`src/hw/rtl/cbd_pkg.sv`:
```
// ----------------------------------------------------------------------------
// cbd_pkg
// Shared types, codes and constants of the console bus decoder.
// ----------------------------------------------------------------------------
package cbd_pkg;

	// Bus access kinds
	typedef enum logic [1:0] {
		REQ_MEM_RD = 2'd0,
		REQ_MEM_WR = 2'd1,
		REQ_IO_RD  = 2'd2,
		REQ_IO_WR  = 2'd3
	} cbd_req_t;

	// Decoded destination of an access
	typedef enum logic [2:0] {
		TGT_NONE     = 3'd0,
		TGT_BIOS     = 3'd1,
		TGT_RAM      = 3'd2,
		TGT_CART     = 3'd3,
		TGT_VDP_DATA = 3'd4,
		TGT_VDP_CTRL = 3'd5,
		TGT_PSG      = 3'd6,
		TGT_CTRL     = 3'd7
	} cbd_target_t;

	// Configuration register indexes
	typedef enum logic [1:0] {
		CFG_BIOS_PRESENT = 2'd0,
		CFG_BIOS_MASK    = 2'd1,
		CFG_CART_PRESENT = 2'd2,
		CFG_CART_MASK    = 2'd3
	} cbd_cfg_idx_t;

	// Memory map
	localparam logic [15:0] BIOS_HI = 16'h1fff;
	localparam logic [15:0] RAM_LO  = 16'h6000;
	localparam logic [15:0] RAM_HI  = 16'h7fff;
	localparam logic [15:0] CART_LO = 16'h8000;

	// I/O port ranges
	localparam logic [7:0] PORT_KPAD_LO = 8'h80;
	localparam logic [7:0] PORT_VDP_LO  = 8'ha0;
	localparam logic [7:0] PORT_VDP_HI  = 8'hbf;
	localparam logic [7:0] PORT_JOY_LO  = 8'hc0;
	localparam logic [7:0] PORT_CTRL_LO = 8'he0;

	localparam logic [7:0] OPEN_BUS = 8'hff;

	// Reset values of the configuration registers
	localparam logic [12:0] BIOS_MASK_RST = 13'h1fff;
	localparam logic [15:0] CART_MASK_RST = 16'h7fff;

	// RAM window size (mirror span) and default RAM size
	localparam int RAM_SPAN      = 8192;
	localparam int RAM_IDX_W     = 13;
	localparam int RAM_BYTES_DEF = 1024;

	// Depth of the queue between front and back
	localparam int QUEUE_DEPTH = 2;

	// One decoded access as it travels from front to back
	typedef struct packed {
		logic                 is_ram_rd;
		logic                 is_ram_wr;
		logic [RAM_IDX_W-1:0] ram_idx;
		logic [7:0]           wdata;
		logic [7:0]           read_data;
		cbd_target_t          target;
		logic [15:0]          dev_addr;
		logic [7:0]           fwd_data;
		logic                 kpad_mode;
	} cbd_op_t;

	// Queue fill status seen by both sides
	typedef struct packed {
		logic full;
		logic empty;
	} cbd_qstat_t;

	// Active-low keypad code for a key index; undefined indexes read as no key
	function automatic logic [3:0] key_code(input logic [3:0] key);
		logic [3:0] code;
		unique case (key)
			4'd0:    code = 4'hf;
			4'd1:    code = 4'hd;
			4'd2:    code = 4'h7;
			4'd3:    code = 4'hc;
			4'd4:    code = 4'h2;
			4'd5:    code = 4'h3;
			4'd6:    code = 4'he;
			4'd7:    code = 4'h5;
			4'd8:    code = 4'h1;
			4'd9:    code = 4'hb;
			4'd10:   code = 4'ha;
			4'd11:   code = 4'h9;
			4'd12:   code = 4'h6;
			default: code = 4'hf;
		endcase
		return code;
	endfunction

endpackage

```
`src/hw/rtl/cbd_queue.sv`:
```
// ----------------------------------------------------------------------------
// cbd_queue
// Short first-in first-out queue of decoded operations between front and back.
// ----------------------------------------------------------------------------
module cbd_queue (
	input  logic                clk,
	input  logic                arst_n,
	input  logic                push,
	input  cbd_pkg::cbd_op_t    push_op,
	input  logic                pop,
	output cbd_pkg::cbd_op_t    pop_op,
	output cbd_pkg::cbd_qstat_t qstat
);

	localparam int DEPTH = cbd_pkg::QUEUE_DEPTH;
	localparam int PW    = (DEPTH > 1) ? $clog2(DEPTH) : 1;
	localparam int CW    = $clog2(DEPTH + 1);

	cbd_pkg::cbd_op_t slot_q [DEPTH];
	logic [PW-1:0]    wr_ptr_q;
	logic [PW-1:0]    rd_ptr_q;
	logic [CW-1:0]    count_q;

	assign qstat.full  = (count_q == CW'(DEPTH));
	assign qstat.empty = (count_q == '0);
	assign pop_op      = slot_q[rd_ptr_q];

	// Store the pushed word
	always_ff @(posedge clk) begin
		if (push)
			slot_q[wr_ptr_q] <= push_op;
	end

	// Advance pointers and track fill
	always_ff @(posedge clk or negedge arst_n) begin
		if (!arst_n) begin
			wr_ptr_q <= '0;
			rd_ptr_q <= '0;
			count_q  <= '0;
		end else begin
			if (push)
				wr_ptr_q <= (wr_ptr_q == PW'(DEPTH - 1)) ? '0 : wr_ptr_q + 1'b1;
			if (pop)
				rd_ptr_q <= (rd_ptr_q == PW'(DEPTH - 1)) ? '0 : rd_ptr_q + 1'b1;
			if (push && !pop)
				count_q <= count_q + 1'b1;
			else if (pop && !push)
				count_q <= count_q - 1'b1;
		end
	end

endmodule

```
`config.mk`:
```
export PLATFORM = sky130hd
export DESIGN_NAME = cbd_queue
export DESIGN_NICKNAME = d
export VERILOG_FILES = /design/src/hw/rtl/cbd_pkg.sv /design/src/hw/rtl/cbd_queue.sv
export SDC_FILE = /design/constraint.sdc
export NUM_CORES = 1
export LEC_CHECK = 0
export ABC_AREA = 1
export BUFFER_PORTS_ARGS = -buffer_cell sky130_fd_sc_hd__buf_4
export CORE_MARGIN = 1
export CORE_UTILIZATION = 56
export CTS_BUF_LIST = sky130_fd_sc_hd__clkbuf_4 sky130_fd_sc_hd__clkbuf_8 sky130_fd_sc_hd__clkbuf_16
export DETAILED_ROUTE_END_ITERATION = 16
export PLACE_DENSITY = 0.84
export SYNTH_ARGS = -nofsm -noshare
export SYNTH_HDL_FRONTEND = slang
export SYNTH_SLANG_ARGS = --single-unit
```
`constraint.sdc`:
```
create_clock -name clk -period 6.3 [get_ports clk]
set_input_delay 0.945 -clock clk [delete_from_list [all_inputs] [get_ports clk]]
set_output_delay 0.945 -clock clk [all_outputs]
set_load 0.02 [all_outputs]
```
Yosys cells after proc, flatten, opt, wreduce, memory -nomap -nowiden
Memory sizes are Yosys's and may differ from the RTL's.
Index checks and enable logic that the tools add are counted.
Storage, ports and cells
  register bits after elaboration: 4
  bits in writable memories: 118
  bits of input ports: 63
  output and inout bits: 61
  word-level logic and storage cells: 21
  memories kept: 1
Cells by class
  add/subtract/negate cells: 4
  equality and inequality tests: 1
  multiplexer cells: 6
  reduce and logical (&&, ||, !) cells: 6
Memory list
  slot_q: depth 2, bits a word 59, read ports 1, clocked after memory_dff 0, wr ports 1, line cbd_queue.sv:19  | cbd_pkg::cbd_op_t slot_q [DEPTH];
Operators by type and width (count)
  2-to-1 mux 1 bit: 4
  2-to-1 mux 2 bit: 2
  adder 1 bit, second input constant: 2
  adder 2 x 1 -> 2 bit, second input constant: 1
  == test 2 bit, second input constant: 1
  logical AND 1 bit: 2
  logical NOT 1 bit: 2
  logical NOT 2 bit: 1
  nonzero test 2 bit: 1
  subtractor 2 x 1 -> 2 bit, second input constant: 1

Longest topological paths before layout
  word-level depth: 4
  mapped depth: 7
  gate-level depth less buffers: 7

Least setup slack after synthesis
No wires, ideal clock.
  path type: input to register
  start: in push
  end: mem slot_q[0][0] (netlist bit), enable pin
  library setup time: 0.478 ns
  arrival: 3.460 ns
  required time: 5.822 ns
  path slack: 2.362 ns
  cell stages on the path: 2
  buffers on the path: 0
  cells stage by stage: inv_1 -> nor2_1
On the way
  word-level cells in the longest chain between the ends: 2
RTL lines
  start, declared: line cbd_queue.sv:8  | input logic push,
  2-to-1 mux 1 bit: line cbd_queue.sv:30  | if (push)
  2-to-1 mux 1 bit (implied by the code): line cbd_queue.sv:31  | slot_q[wr_ptr_q] <= push_op;
  end, declared: line cbd_queue.sv:19
Every way passes these cells.

==> results.rst <==
.. list-table::
   :header-rows: 1

   * - Metric
     - Value
   * - Ratio of cells with drive above 1 in the final layout
     - between 60% and 70%
   * - Final period demand of the worst path
     - 3.19 ns
   * - Clock sink count
     - 122
   * - Effective utilization at floorplan
     - between 50 and 60%
   * - Post-synth net total
     - 273
   * - Detailed-route vias per instance
     - 4.96
   * - Cell chosen for the clock root
     - sky130_fd_sc_hd__clkbuf_8
   * - Number of H-tree branching levels
     - 4
   * - Gate Count Post-Synth
     - 209
   * - Setup repair after global routing missed its margin
     - false
   * - Pin count of the biggest net entering global routing
     - 61
   * - Global-route usage over all layers
     - between 10% and 20%
   * - Slack of the worst reg-to-reg path
     - 4.58 ns
   * - Crit Path Max Fanout
     - 60
   * - Vias in the first global route
     - about 2300
   * - Full die area
     - 8890 um2
   * - Fin cells
     - 464
   * - Met3 Use GR
     - 6.72%
   * - Count of final max-slew check failures
     - 0
   * - Leakage power figure
     - 2.59 nW
   * - Number of buffer cells added on primary ports
     - 123
   * - Required time of the critical path
     - around 5.4 ns
   * - Post_cts resized
     - 0
   * - Setup bufs post-CTS
     - 0
   * - Setup tns final
     - 0 ns
   * - Number of endpoints failing setup at the final stage
     - 0
   * - Area growth syn-to-layout
     - 32.4%
   * - Number of nets at the end of the flow
     - around 400
   * - Reg-to-reg endpoint
     - slot_q[0][57]
   * - Worst voltage drop across the vdd grid
     - about 0.25 mV
   * - Remaining design rule violation count
     - 0
   * - Fraction of met2 tracks used by global routing
     - 28.7%
   * - # hold bufs at CTS
     - 0
   * - Slew headroom
     - 23.9%
   * - Endpoint class of the critical path
     - primary output
   * - Core area
     - between 8000 and 9000 um2
   * - Pwr Density
     - 495 nW/um2
   * - PnR Total Power
     - between 3 and 4 mW
   * - Total via count after detailed routing
     - 2300
   * - Sequential element share of the synthesized area
     - between 70% and 80%
   * - Global-route wire length before repair
     - 11500 um
   * - Setup slack at placement
     - 3.65 ns
   * - Area after DPL
     - 5720 um2
   * - Final Core Density
     - between 70% and 80%
   * - Reg-to-Reg Start
     - wr_ptr_q
   * - Total CTS buffers
     - 17
   * - Number of detailed-route iterations in the first pass
     - 4
   * - Worst hold slack
     - 0.241 ns
   * - Gr busiest metal
     - met2
   * - Mean cell area of the mapped netlist
     - 22.8 um2
   * - DRT antenna net count
     - 0
   * - Synthesized area
     - 4770 um2
   * - Count of max-cap constraint violations
     - 0
   * - DR WL/cell
     - between 15 and 20 um
   * - Height of the chip
     - 94.3 um
   * - Overflow left after global routing
     - 0
   * - Clock latency at the later pin of the worst-skew pair
     - approximately 0.5 ns
   * - Total inserted antenna cells
     - 0
   * - Number of warnings issued by yosys
     - 0
   * - Hold Violations, Final
     - 0
   * - Count of cell types in the netlist
     - 13
   * - Routability congestion estimate from global placement
     - between 0.6 and 0.7
   * - Hold Crit Class
     - in2async
   * - Setup crit start kind
     - register
   * - Clock transition at the registers of the reported paths
     - 0.05 ns
   * - Row count
     - 33
   * - Crit share post-route
     - 50.7%
   * - Overall die width
     - 94.3 um
   * - Maximum clock path buffer count
     - 2
   * - Post-Place Cells
     - 432
   * - Global-route met1 utilization
     - 23.2%
   * - Actual slew at the worst max-slew pin
     - 1.14 ns
   * - Highest attainable clock frequency
     - ~310 MHz
   * - Number of antenna violations at the first check in global routing
     - 0
   * - Register bit total from synthesis
     - 122
   * - Post-route cell area
     - 6310 um2
   * - Run status
     - completed
   * - Final setup slack of the worst path
     - between 3 and 4 ns
   * - Depth of the worst register-to-register path
     - 2
   * - Total detailed-routing wirelength
     - 7660 um
   * - Critical path class
     - reg2out
   * - Data arrival time of the critical path
     - 2.25 ns
   * - Boundary Pins
     - 124
   * - CTS tree
     - done
   * - DRC violation total after the first TritonRoute iteration
     - 170
   * - Clock Skew
     - roughly 0.0055 ns
## per-layer routing
layer,wire length [um],vias to the layer above
met5,0,-
met4,44,0
met3,492,4
met2,3930,95
met1,3190,1115
li1,-,1086
## layout make-up
class / count / area, um2
flip-flops and latches: 122 / 3650
fillers: 450 / 1900
multi-input cells: 73 / 973
repair buffers: 125 / 938
clock buffers: 18 / 422
clock inverters: 14 / 174
well taps: 105 / 131
inverters: 7 / 26.3
## layout by cell type (no fill, tap or decap)
master                       count
sky130_fd_sc_hd__mux2_4         59
sky130_fd_sc_hd__inv_1           6
sky130_fd_sc_hd__nand4_1         1
sky130_fd_sc_hd__buf_4         125
sky130_fd_sc_hd__clkbuf_16      16
sky130_fd_sc_hd__clkinv_1        1
sky130_fd_sc_hd__clkinvlp_4      6
sky130_fd_sc_hd__dfrtp_4         1
sky130_fd_sc_hd__nand3_1         1
sky130_fd_sc_hd__ha_1            1
sky130_fd_sc_hd__xor2_1          2
sky130_fd_sc_hd__clkinv_4        3
sky130_fd_sc_hd__nand2_1         5
sky130_fd_sc_hd__inv_2           1
sky130_fd_sc_hd__clkbuf_8        1
sky130_fd_sc_hd__dfrtp_1         3
sky130_fd_sc_hd__nor2_1          2
sky130_fd_sc_hd__nor2_4          1
sky130_fd_sc_hd__clkbuf_4        1
sky130_fd_sc_hd__xnor2_1         1
sky130_fd_sc_hd__inv_6           1
sky130_fd_sc_hd__bufinv_16       3
sky130_fd_sc_hd__edfxtp_1      118
## flip-flops by register name, indices dropped and copies added, names as in the netlist
| name | flops |
|---|---|
| rd_ptr_q | 1 |
| wr_ptr_q | 1 |
| count_q | 2 |
| slot_q | 118 |
## worst max path at each step
stage,from,endpoint,slack [ns],cells after the start
3_3_place_gp,rd_ptr_q,pop_op[45],3.65,2
4_1_cts,rd_ptr_q,pop_op[45],3.11,2
5_1_grt,rd_ptr_q,pop_op[16],3.04,2
2_1_floorplan,push,slot_q[0][0],2.36,2
3_5_place_dp,rd_ptr_q,pop_op[1],3.65,2
6_report,rd_ptr_q,pop_op[14],3.11,2
## Yosys cell counts, drive strengths merged
cell    number  area (um2)
edfxtp     118        3540
mux2        59         886
buf          7         131
inv          7        26.3
nand2        5        18.8
dfrtp        4         100
nor2         3        11.3
xor2         2        17.5
ha           1        12.5
nand3        1        5.00
nand4        1        6.26
xnor2        1        8.76
## where the power goes
part           switching, mW  leakage (nW)  internal [mW]  total [mW]
Sequential             0.153          1.15           1.08        1.23
Combinational          0.427          1.16          0.525       0.952
Clock                  0.333         0.271          0.607       0.940
## worst max-delay path, stage by stage (launching register included)
cell and delay, ns:
sky130_fd_sc_hd__dfrtp_4 1.15, sky130_fd_sc_hd__mux2_4 0.36, sky130_fd_sc_hd__buf_4 0.16
## cells by family after synthesis
group                    Yosys count  synth area share [%]
buffers and inverters             14                  3.31
flip-flops                       122                  76.4
multiplexers                      59                  18.6
adder cells (fa/ha/maj)            1                 0.262
XOR/XNOR                           3                 0.551
AND/OR/NAND/NOR                   10                 0.866
Power figures use the tool's default switching activity.
