## src/hw/rtl/cbd_pkg.sv

```systemverilog
// ----------------------------------------------------------------------------
// cbd_pkg
// Shared types, codes and constants of the console bus decoder.
// ----------------------------------------------------------------------------
package cbd_pkg;

	// Bus access kinds
	typedef enum logic [1:0] {
		REQ_MEM_RD = 2'd0,
		REQ_MEM_WR = 2'd1,
		REQ_IO_RD  = 2'd2,
		REQ_IO_WR  = 2'd3
	} cbd_req_t;

	// Decoded destination of an access
	typedef enum logic [2:0] {
		TGT_NONE     = 3'd0,
		TGT_BIOS     = 3'd1,
		TGT_RAM      = 3'd2,
		TGT_CART     = 3'd3,
		TGT_VDP_DATA = 3'd4,
		TGT_VDP_CTRL = 3'd5,
		TGT_PSG      = 3'd6,
		TGT_CTRL     = 3'd7
	} cbd_target_t;

	// Configuration register indexes
	typedef enum logic [1:0] {
		CFG_BIOS_PRESENT = 2'd0,
		CFG_BIOS_MASK    = 2'd1,
		CFG_CART_PRESENT = 2'd2,
		CFG_CART_MASK    = 2'd3
	} cbd_cfg_idx_t;

	// Memory map
	localparam logic [15:0] BIOS_HI = 16'h1fff;
	localparam logic [15:0] RAM_LO  = 16'h6000;
	localparam logic [15:0] RAM_HI  = 16'h7fff;
	localparam logic [15:0] CART_LO = 16'h8000;

	// I/O port ranges
	localparam logic [7:0] PORT_KPAD_LO = 8'h80;
	localparam logic [7:0] PORT_VDP_LO  = 8'ha0;
	localparam logic [7:0] PORT_VDP_HI  = 8'hbf;
	localparam logic [7:0] PORT_JOY_LO  = 8'hc0;
	localparam logic [7:0] PORT_CTRL_LO = 8'he0;

	localparam logic [7:0] OPEN_BUS = 8'hff;

	// Reset values of the configuration registers
	localparam logic [12:0] BIOS_MASK_RST = 13'h1fff;
	localparam logic [15:0] CART_MASK_RST = 16'h7fff;

	// RAM window size (mirror span) and default RAM size
	localparam int RAM_SPAN      = 8192;
	localparam int RAM_IDX_W     = 13;
	localparam int RAM_BYTES_DEF = 1024;

	// Depth of the queue between front and back
	localparam int QUEUE_DEPTH = 2;

	// One decoded access as it travels from front to back
	typedef struct packed {
		logic                 is_ram_rd;
		logic                 is_ram_wr;
		logic [RAM_IDX_W-1:0] ram_idx;
		logic [7:0]           wdata;
		logic [7:0]           read_data;
		cbd_target_t          target;
		logic [15:0]          dev_addr;
		logic [7:0]           fwd_data;
		logic                 kpad_mode;
	} cbd_op_t;

	// Queue fill status seen by both sides
	typedef struct packed {
		logic full;
		logic empty;
	} cbd_qstat_t;

	// Active-low keypad code for a key index; undefined indexes read as no key
	function automatic logic [3:0] key_code(input logic [3:0] key);
		logic [3:0] code;
		unique case (key)
			4'd0:    code = 4'hf;
			4'd1:    code = 4'hd;
			4'd2:    code = 4'h7;
			4'd3:    code = 4'hc;
			4'd4:    code = 4'h2;
			4'd5:    code = 4'h3;
			4'd6:    code = 4'he;
			4'd7:    code = 4'h5;
			4'd8:    code = 4'h1;
			4'd9:    code = 4'hb;
			4'd10:   code = 4'ha;
			4'd11:   code = 4'h9;
			4'd12:   code = 4'h6;
			default: code = 4'hf;
		endcase
		return code;
	endfunction

endpackage

```

## src/hw/rtl/cbd_front.sv

```systemverilog
// ----------------------------------------------------------------------------
// cbd_front
// Accepts bus words, holds configuration and controller mode, and classifies
// each access into a decoded operation for the back end.
// ----------------------------------------------------------------------------
module cbd_front #(
	parameter int RAM_BYTES = cbd_pkg::RAM_BYTES_DEF
) (
	input  logic                clk,
	input  logic                arst_n,
	// configuration
	input  logic                cfg_we,
	input  logic [1:0]          cfg_index,
	input  logic [15:0]         cfg_data,
	// input word
	input  logic                in_valid,
	output logic                in_stall,
	input  logic [1:0]          req_type,
	input  logic [15:0]         address,
	input  logic [7:0]          write_data,
	input  logic                joy_up,
	input  logic                joy_right,
	input  logic                joy_down,
	input  logic                joy_left,
	input  logic                fire_left,
	input  logic                fire_right,
	input  logic [3:0]          keypad_key,
	// queue side
	input  cbd_pkg::cbd_qstat_t qstat,
	output logic                push,
	output cbd_pkg::cbd_op_t    push_op
);

	// Restoring steps that fold a 13-bit window offset into the RAM size
	localparam int MOD_STEPS = $clog2((cbd_pkg::RAM_SPAN + RAM_BYTES - 1) / RAM_BYTES);

	logic        bios_present_q;
	logic [12:0] bios_mask_q;
	logic        cart_present_q;
	logic [15:0] cart_mask_q;
	logic        mode_q;
	logic        mode_next;

	// Configuration registers
	always_ff @(posedge clk or negedge arst_n) begin
		if (!arst_n) begin
			bios_present_q <= 1'b0;
			bios_mask_q    <= cbd_pkg::BIOS_MASK_RST;
			cart_present_q <= 1'b0;
			cart_mask_q    <= cbd_pkg::CART_MASK_RST;
		end else if (cfg_we) begin
			unique case (cbd_pkg::cbd_cfg_idx_t'(cfg_index))
				cbd_pkg::CFG_BIOS_PRESENT: bios_present_q <= cfg_data[0];
				cbd_pkg::CFG_BIOS_MASK:    bios_mask_q    <= cfg_data[12:0];
				cbd_pkg::CFG_CART_PRESENT: cart_present_q <= cfg_data[0];
				cbd_pkg::CFG_CART_MASK:    cart_mask_q    <= cfg_data;
				default:                   bios_present_q <= bios_present_q;
			endcase
		end
	end

	assign in_stall = qstat.full;
	assign push     = in_valid && !in_stall;

	// Decode one access
	always_comb begin
		logic [7:0]                     port;
		logic [cbd_pkg::RAM_IDX_W-1:0] rem;
		logic                           in_ram;
		logic [7:0]                     joy_byte;
		logic [7:0]                     kpad_byte;

		port   = address[7:0];
		in_ram = (address >= cbd_pkg::RAM_LO) && (address <= cbd_pkg::RAM_HI);

		// mirror the RAM window onto the fitted RAM size
		rem = address[cbd_pkg::RAM_IDX_W-1:0];
		for (int k = MOD_STEPS - 1; k >= 0; k--) begin
			if (rem >= cbd_pkg::RAM_IDX_W'(RAM_BYTES << k))
				rem = rem - cbd_pkg::RAM_IDX_W'(RAM_BYTES << k);
		end

		joy_byte  = {1'b0, ~fire_left, 2'b11, ~joy_left, ~joy_down, ~joy_right, ~joy_up};
		kpad_byte = {1'b0, ~fire_right, 2'b11, cbd_pkg::key_code(keypad_key)};

		mode_next         = mode_q;
		push_op.is_ram_rd = 1'b0;
		push_op.is_ram_wr = 1'b0;
		push_op.ram_idx   = rem;
		push_op.wdata     = write_data;
		push_op.read_data = cbd_pkg::OPEN_BUS;
		push_op.target    = cbd_pkg::TGT_NONE;
		push_op.dev_addr  = 16'h0000;
		push_op.fwd_data  = 8'h00;

		unique case (cbd_pkg::cbd_req_t'(req_type))
			cbd_pkg::REQ_MEM_RD: begin
				priority if (address <= cbd_pkg::BIOS_HI && bios_present_q) begin
					push_op.target   = cbd_pkg::TGT_BIOS;
					push_op.dev_addr = address & {3'b000, bios_mask_q};
				end else if (in_ram) begin
					push_op.target    = cbd_pkg::TGT_RAM;
					push_op.is_ram_rd = 1'b1;
				end else if (address >= cbd_pkg::CART_LO && cart_present_q) begin
					push_op.target   = cbd_pkg::TGT_CART;
					push_op.dev_addr = address & cart_mask_q;
				end else begin
					push_op.target = cbd_pkg::TGT_NONE;
				end
			end
			cbd_pkg::REQ_MEM_WR: begin
				if (in_ram) begin
					push_op.target    = cbd_pkg::TGT_RAM;
					push_op.is_ram_wr = 1'b1;
				end
			end
			cbd_pkg::REQ_IO_RD: begin
				priority if (port >= cbd_pkg::PORT_VDP_LO && port <= cbd_pkg::PORT_VDP_HI) begin
					push_op.target = port[0] ? cbd_pkg::TGT_VDP_CTRL : cbd_pkg::TGT_VDP_DATA;
				end else if (port >= cbd_pkg::PORT_CTRL_LO) begin
					push_op.target = cbd_pkg::TGT_CTRL;
					// player two reads as open bus
					if (!port[1])
						push_op.read_data = mode_q ? kpad_byte : joy_byte;
				end else begin
					push_op.target = cbd_pkg::TGT_NONE;
				end
			end
			cbd_pkg::REQ_IO_WR: begin
				priority if (port >= cbd_pkg::PORT_CTRL_LO) begin
					push_op.target   = cbd_pkg::TGT_PSG;
					push_op.fwd_data = write_data;
				end else if (port >= cbd_pkg::PORT_JOY_LO) begin
					push_op.target = cbd_pkg::TGT_CTRL;
					mode_next      = 1'b0;
				end else if (port >= cbd_pkg::PORT_VDP_LO) begin
					push_op.target   = port[0] ? cbd_pkg::TGT_VDP_CTRL : cbd_pkg::TGT_VDP_DATA;
					push_op.fwd_data = write_data;
				end else if (port >= cbd_pkg::PORT_KPAD_LO) begin
					push_op.target = cbd_pkg::TGT_CTRL;
					mode_next      = 1'b1;
				end else begin
					push_op.target = cbd_pkg::TGT_NONE;
				end
			end
			default: push_op.target = cbd_pkg::TGT_NONE;
		endcase

		push_op.kpad_mode = mode_next;
	end

	// Controller mode latch, updated in access order
	always_ff @(posedge clk or negedge arst_n) begin
		if (!arst_n) begin
			mode_q <= 1'b0;
		end else if (push) begin
			mode_q <= mode_next;
		end
	end

endmodule

```

## config.mk

```make
export PLATFORM = sky130hd
export DESIGN_NAME = cbd_front
export DESIGN_NICKNAME = d
export VERILOG_FILES = /design/src/hw/rtl/cbd_pkg.sv /design/src/hw/rtl/cbd_front.sv
export SDC_FILE = /design/constraint.sdc
export NUM_CORES = 1
export LEC_CHECK = 0
export ABC_AREA = 0
export BUFFER_PORTS_ARGS = -buffer_cell sky130_fd_sc_hd__buf_2
export CAP_MARGIN = 15
export CORE_MARGIN = 2
export CORE_UTILIZATION = 35
export DETAILED_ROUTE_END_ITERATION = 8
export GPL_ROUTABILITY_DRIVEN = 0
export PLACE_DENSITY = 0.66
export SKIP_CTS_REPAIR_TIMING = 1
export SYNTH_ARGS = -nofsm -noshare
export SYNTH_HDL_FRONTEND = slang
export SYNTH_SLANG_ARGS = --single-unit
```

## constraint.sdc

```tcl
create_clock -name clk -period 1.5 [get_ports clk]
set_clock_uncertainty 0.05 [all_clocks]
set_input_delay 0 -clock clk [delete_from_list [all_inputs] [get_ports clk]]
set_output_delay 0 -clock clk [all_outputs]
set_load 0.02 [all_outputs]
```

# == After elaboration in Yosys (flattened, before gate mapping) ==
# Memory sizes are Yosys's and may differ from the RTL's.
# Index checks and enable logic that the tools add are counted.
# word_totals
ff_bits,32
memories,1
output_inout_bits,61
in_bits,60
romBits,64
# memory_table
memory,words,word_bits,read_ports,rd_clocked_by_memory_dff,wr,line,text
(name not given),16,4,1,0,0,cbd_pkg.sv:84,unique case (key)
# op_classes
n_lt_le_gt_ge,12
n_eq_ne,6
addsub,3
bitwise,8
n_reduce_logical,12
n_mux,36
# ops
cell,n
$mux 8,8
$mux 16,3
$mux 13,3
$ge 8x8->1 const B,4
$mux 19,1
$mux 3,6
$and 16x13->16,1
$and 16x16->16,1
$ge 16x15->1 const B,1
$ge 16x16->1 const B,1
$le 16x13->1 const B,1
$le 16x15->1 const B,1
$ge 13x11->1 const B,1
$ge 13x12->1 const B,1
$ge 13x13->1 const B,1
$sub 13x11->13 const B,1
$sub 13x12->13 const B,1
$sub 13x13->13 const B,1
$pmux 3 s4,1
$mux 1,10
$eq 2x2->1 const B,4
$le 8x8->1 const B,1
$reduce_and 2->1,4
$mux 7,1
6 further kinds,19

# == Logic depth before layout (Yosys ltp) ==
# logic_depth
depth_word,6
ltp_mapped,5
depth_no_buf,5

# == Worst setup path before layout ==
# OpenSTA, ideal clock, no wires.
# synth_timing
path_kind,reg2out
startpoint,register bios_present_q
endpoint,output push_op[12] (netlist bit)
stages_incl_launch_ff,5
path_slack_ns,0.078
t_arrival_ns,1.372
t_required_ns,1.450
cell_sequence,dfrtp_1 nor4b_4 buf_6 mux2_2 and3_1
# synth_rtl
item,line,text
from (decl),cbd_front.sv:37,logic bios_present_q;
from (signal assigned),cbd_front.sv:53,cbd_pkg::CFG_BIOS_PRESENT: bios_present_q <= cfg_data[0];
from (signal assigned),cbd_front.sv:57,default: bios_present_q <= bios_present_q;
to (decl),cbd_front.sv:31,output cbd_pkg::cbd_op_t push_op

==> impl_metrics.py <==
metrics = {
    "status": {
        "status": "finished with violations",
        "violations": "setup timing",
    },
    "hold_path": {
        "worstHoldStart": "qstat[1]",
        "hold_class": "in2reg",
        "min_path_cells": 3,
        "worstHoldEndpoint": "mode_q",
    },
    "clock_tree": {
        "cts-htree-levels": 2,
        "cts_tree": "built",
        "clock_latency_ns": 0.28,
        "clk_path_buf_depth": 2,
        "cts-root-buf": "clkbuf_8",
        "cts.sinks": 32,
        "cts_made_buffers": 5,
        "clk_pin_slew_ns": 0.07,
    },
    "global_route": {
        "antenna_found_initial": 0,
        "track_usage_pct": 15.26,
        "grt_pass1_vias": 1705,
        "grt_pass1_wl_mm": 7.776,
        "grt_max_degree": 33,
        "grt.overflow.total": 0,
    },
    "sta": {
        "slew_violations": 0,
        "fmax_mhz": 558.3,
        "grt_setup_unrepaired": "yes",
        "min_period_ns": 1.791,
        "finalCritPeriodShare_pct": 119.4,
        "setup_slack_ns": -0.2911,
        "tightest_slew_ns": 0.6963,
        "setup_tns_ns": -3.631,
        "slew_headroom_pct": 53.58,
        "hold_violations": 0,
        "setup_viol": 14,
    },
    "flow_run": {
        "cap_violations": 0,
    },
    "layout": {
        "final_util_pct": 53.95,
        "drive_above_1_share_pct": 68.94,
        "seq_area_sq_um": 837.1,
        "fill_cells": 546,
        "fin_area_sq_um": 3213,
        "multiInputGateArea_sq_um": 1209,
        "fin_nets": 386,
        "antennaDiodeCount": 0,
        "area_growth_syn_to_layout_pct": 48.70,
    },
    "power": {
        "total_power_mw": 2.907,
        "ir_drop_v": 0.0005908,
        "power.density_nw_per_um2": 904.7,
        "leakagePower_nw": 1.552,
    },
    "yosys": {
        "synth_cells": 200,
        "yosysTopAreaCellShare_pct": 34.05,
        "synth_area_leaders": "dfstp_2 (34%), mux2_2 (23%), buf_4 (8.0%)",
        "syn_area_sq_um": 2161,
        "synth-edff-count": 0,
        "synth_flop_cell": "dfstp_2",
        "synth_commonest_cells": "mux2_2 (45), dfstp_2 (28), buf_4 (23), and3_1 (14), and2_1 (10)",
        "avgSynthCellArea_sq_um": 10.80,
        "yosys_warnings": 0,
        "ys_seq_area_share_pct": 38.68,
        "ys_ff_latch": 32,
        "yosysMostFrequentCell": "mux2_2",
        "synth_top_area_cell": "dfstp_2",
        "async_reset_ff_share_pct": 100.0,
        "ys_types": 38,
    },
    "detailed_routing": {
        "ant_nets": 0,
        "initialDrtViolationCount": 72,
        "wl_mm": 5.724,
        "vias_per_cell": 4.829,
        "wl_per_cell_um": 14.42,
        "via_count": 1917,
        "drt-pass1-iter-count": 4,
        "drc": 0,
    },
    "setup_path": {
        "crit_path_end_kind": "output pin",
        "cp.required_ns": 1.45,
        "path_max_fanout": 4,
        "r2r_start": "mode_q",
        "crit_top_cell": "buf_4",
        "critPathArrivalTime_ns": 1.74,
        "critPathTopFamily": "buffers and inverters",
        "critPathKind": "reg2out",
        "cpPeakStageDelay_ns": 0.39,
        "start_kind": "flip-flop",
        "worstPathBufferInverterCount": 4,
        "reg2reg_depth": 3,
        "slowest_stage": "dfrtp_1",
        "r2r-end": "mode_q",
        "crit_chain": "nor4b_4 -> buf_4 -> buf_4 -> o21a_4 -> buf_4 -> and3_4 -> buf_6",
        "rrSetupSlack_ns": 0.36,
    },
    "placed_design": {
        "placed_cell_area_sq_um": 2683,
        "dp_hpwl_mm": 4.054,
        "port_buffers": 116,
    },
    "die": {
        "rows": 28,
        "die_h_um": 82.58,
        "initial_core_util_pct": 36.28,
        "io_pins": 121,
        "dieArea_sq_um": 6819,
        "core_sq_um": 5956,
        "die_x_um": 82.58,
    },
}
-- state kept, by name, indices dropped and copies added (netlist names) --
| register | cells |
|---|---|
| bios_present_q | 1 |
| cart_present_q | 1 |
| cart_mask_q | 16 |
| mode_q | 1 |
| bios_mask_q | 13 |
-- layer usage --
| layer | vias to the layer above | GRT usage (%) | wire length, um |
|---|---|---|---|
| met3 | 4 | 3.370 | 291 |
| met2 | 66 | 27.58 | 3090 |
| met5 | - | 0 | 0 |
| li1 | 913 | - | - |
| met1 | 934 | 17.82 | 2284 |
| met4 | 0 | 4.918 | 58 |
-- report_power, final --
group	internal [mW]	total [mW]	leakage, nW	switching (mW)
sequential	1.14	1.26	0.341	0.120
combinational	0.468	0.835	1.16	0.367
clock	0.493	0.810	0.0552	0.317
total	2.10	2.91	1.55	0.805
-- cell usage in the layout, fill, tap and decap left out, drive strengths merged --
| cell | Yosys | final |
|---|---|---|
| a21boi | 1 | 1 |
| a21o | 1 | 1 |
| a21oi | 1 | 1 |
| a22oi | 1 | 1 |
| and2 | 10 | 10 |
| and3 | 15 | 15 |
| buf | 27 | 124 |
| bufinv | 0 | 1 |
| clkbuf | 3 | 7 |
| clkinv | 0 | 1 |
| conb | 2 | 4 |
| dfrtp | 4 | 4 |
| dfstp | 28 | 28 |
| dlygate4sd3 | 0 | 17 |
| ha | 5 | 5 |
| inv | 7 | 7 |
| mux2 | 45 | 45 |
| mux2i | 3 | 3 |
| nand2 | 5 | 5 |
| nand2b | 6 | 6 |
| nand3 | 3 | 3 |
| nand3b | 2 | 2 |
| nand4b | 1 | 1 |
| nor2 | 7 | 7 |
| nor2b | 5 | 5 |
| nor3 | 5 | 5 |
| nor3b | 1 | 1 |
| nor4b | 1 | 1 |
| o2111a | 1 | 1 |
| o211ai | 2 | 2 |
| o21a | 1 | 1 |
| o21ai | 2 | 2 |
| o221ai | 1 | 1 |
| o22ai | 1 | 1 |
| o311a | 1 | 1 |
| o31ai | 1 | 1 |
| or3 | 1 | 1 |
-- metrics by stage --
stage,hold slack [ns],setup slack (ns),std cells
floorplan,-0.3456,0.07758,202
global placement,0.03967,0.002719,368
detailed placement,0.04161,-0.02888,368
CTS,-0.2686,-0.3548,376
global route,0.04768,-0.3531,397
finish,0.03589,-0.2911,397
-- how the worst max path moves through the flow --
stage                              start           to  slack (ns)  depth (start not counted)
final                     bios_present_q  push_op[10]       -0.29                          7
after global routing      bios_present_q  push_op[16]       -0.35                          6
after CTS                 bios_present_q  push_op[10]       -0.35                          5
after detailed placement  bios_present_q  push_op[10]       -0.03                          5
after global placement    bios_present_q  push_op[13]       0.003                          5
after floorplan           bios_present_q  push_op[12]        0.08                          4
-- area by class of cell --
type / count / share of cell area (%)
clock buffers: 6 / 2.259
clock inverters: 2 / 1.090
inverters: 7 / 0.8178
multi-input cells: 133 / 37.62
flip-flops and latches: 32 / 26.05
well taps: 75 / 2.921
repair buffers: 142 / 29.24
-- cell families (layout without fill, tap and decap cells) --
logic type / after synthesis / after routing / synth area share, %
AND/OR/NAND/NOR: 62 / 62 / 17.49
multiplexers: 48 / 48 / 24.84
buffers and inverters: 37 / 157 / 10.94
flip-flops: 32 / 32 / 38.68
AO/OA/AOI/OAI: 14 / 14 / 4.807
adder cells (fa/ha/maj): 5 / 5 / 2.895
other: 2 / 4 / 0.3476
-- worst reg2reg max path: cells and delay by family, from the launching register on --
kind	cells	cell delay, ns
buffers and inverters	1	0.10
DFF	1	0.49
muxes	2	0.39
Note: power is estimated with default switching activity, not from simulation.
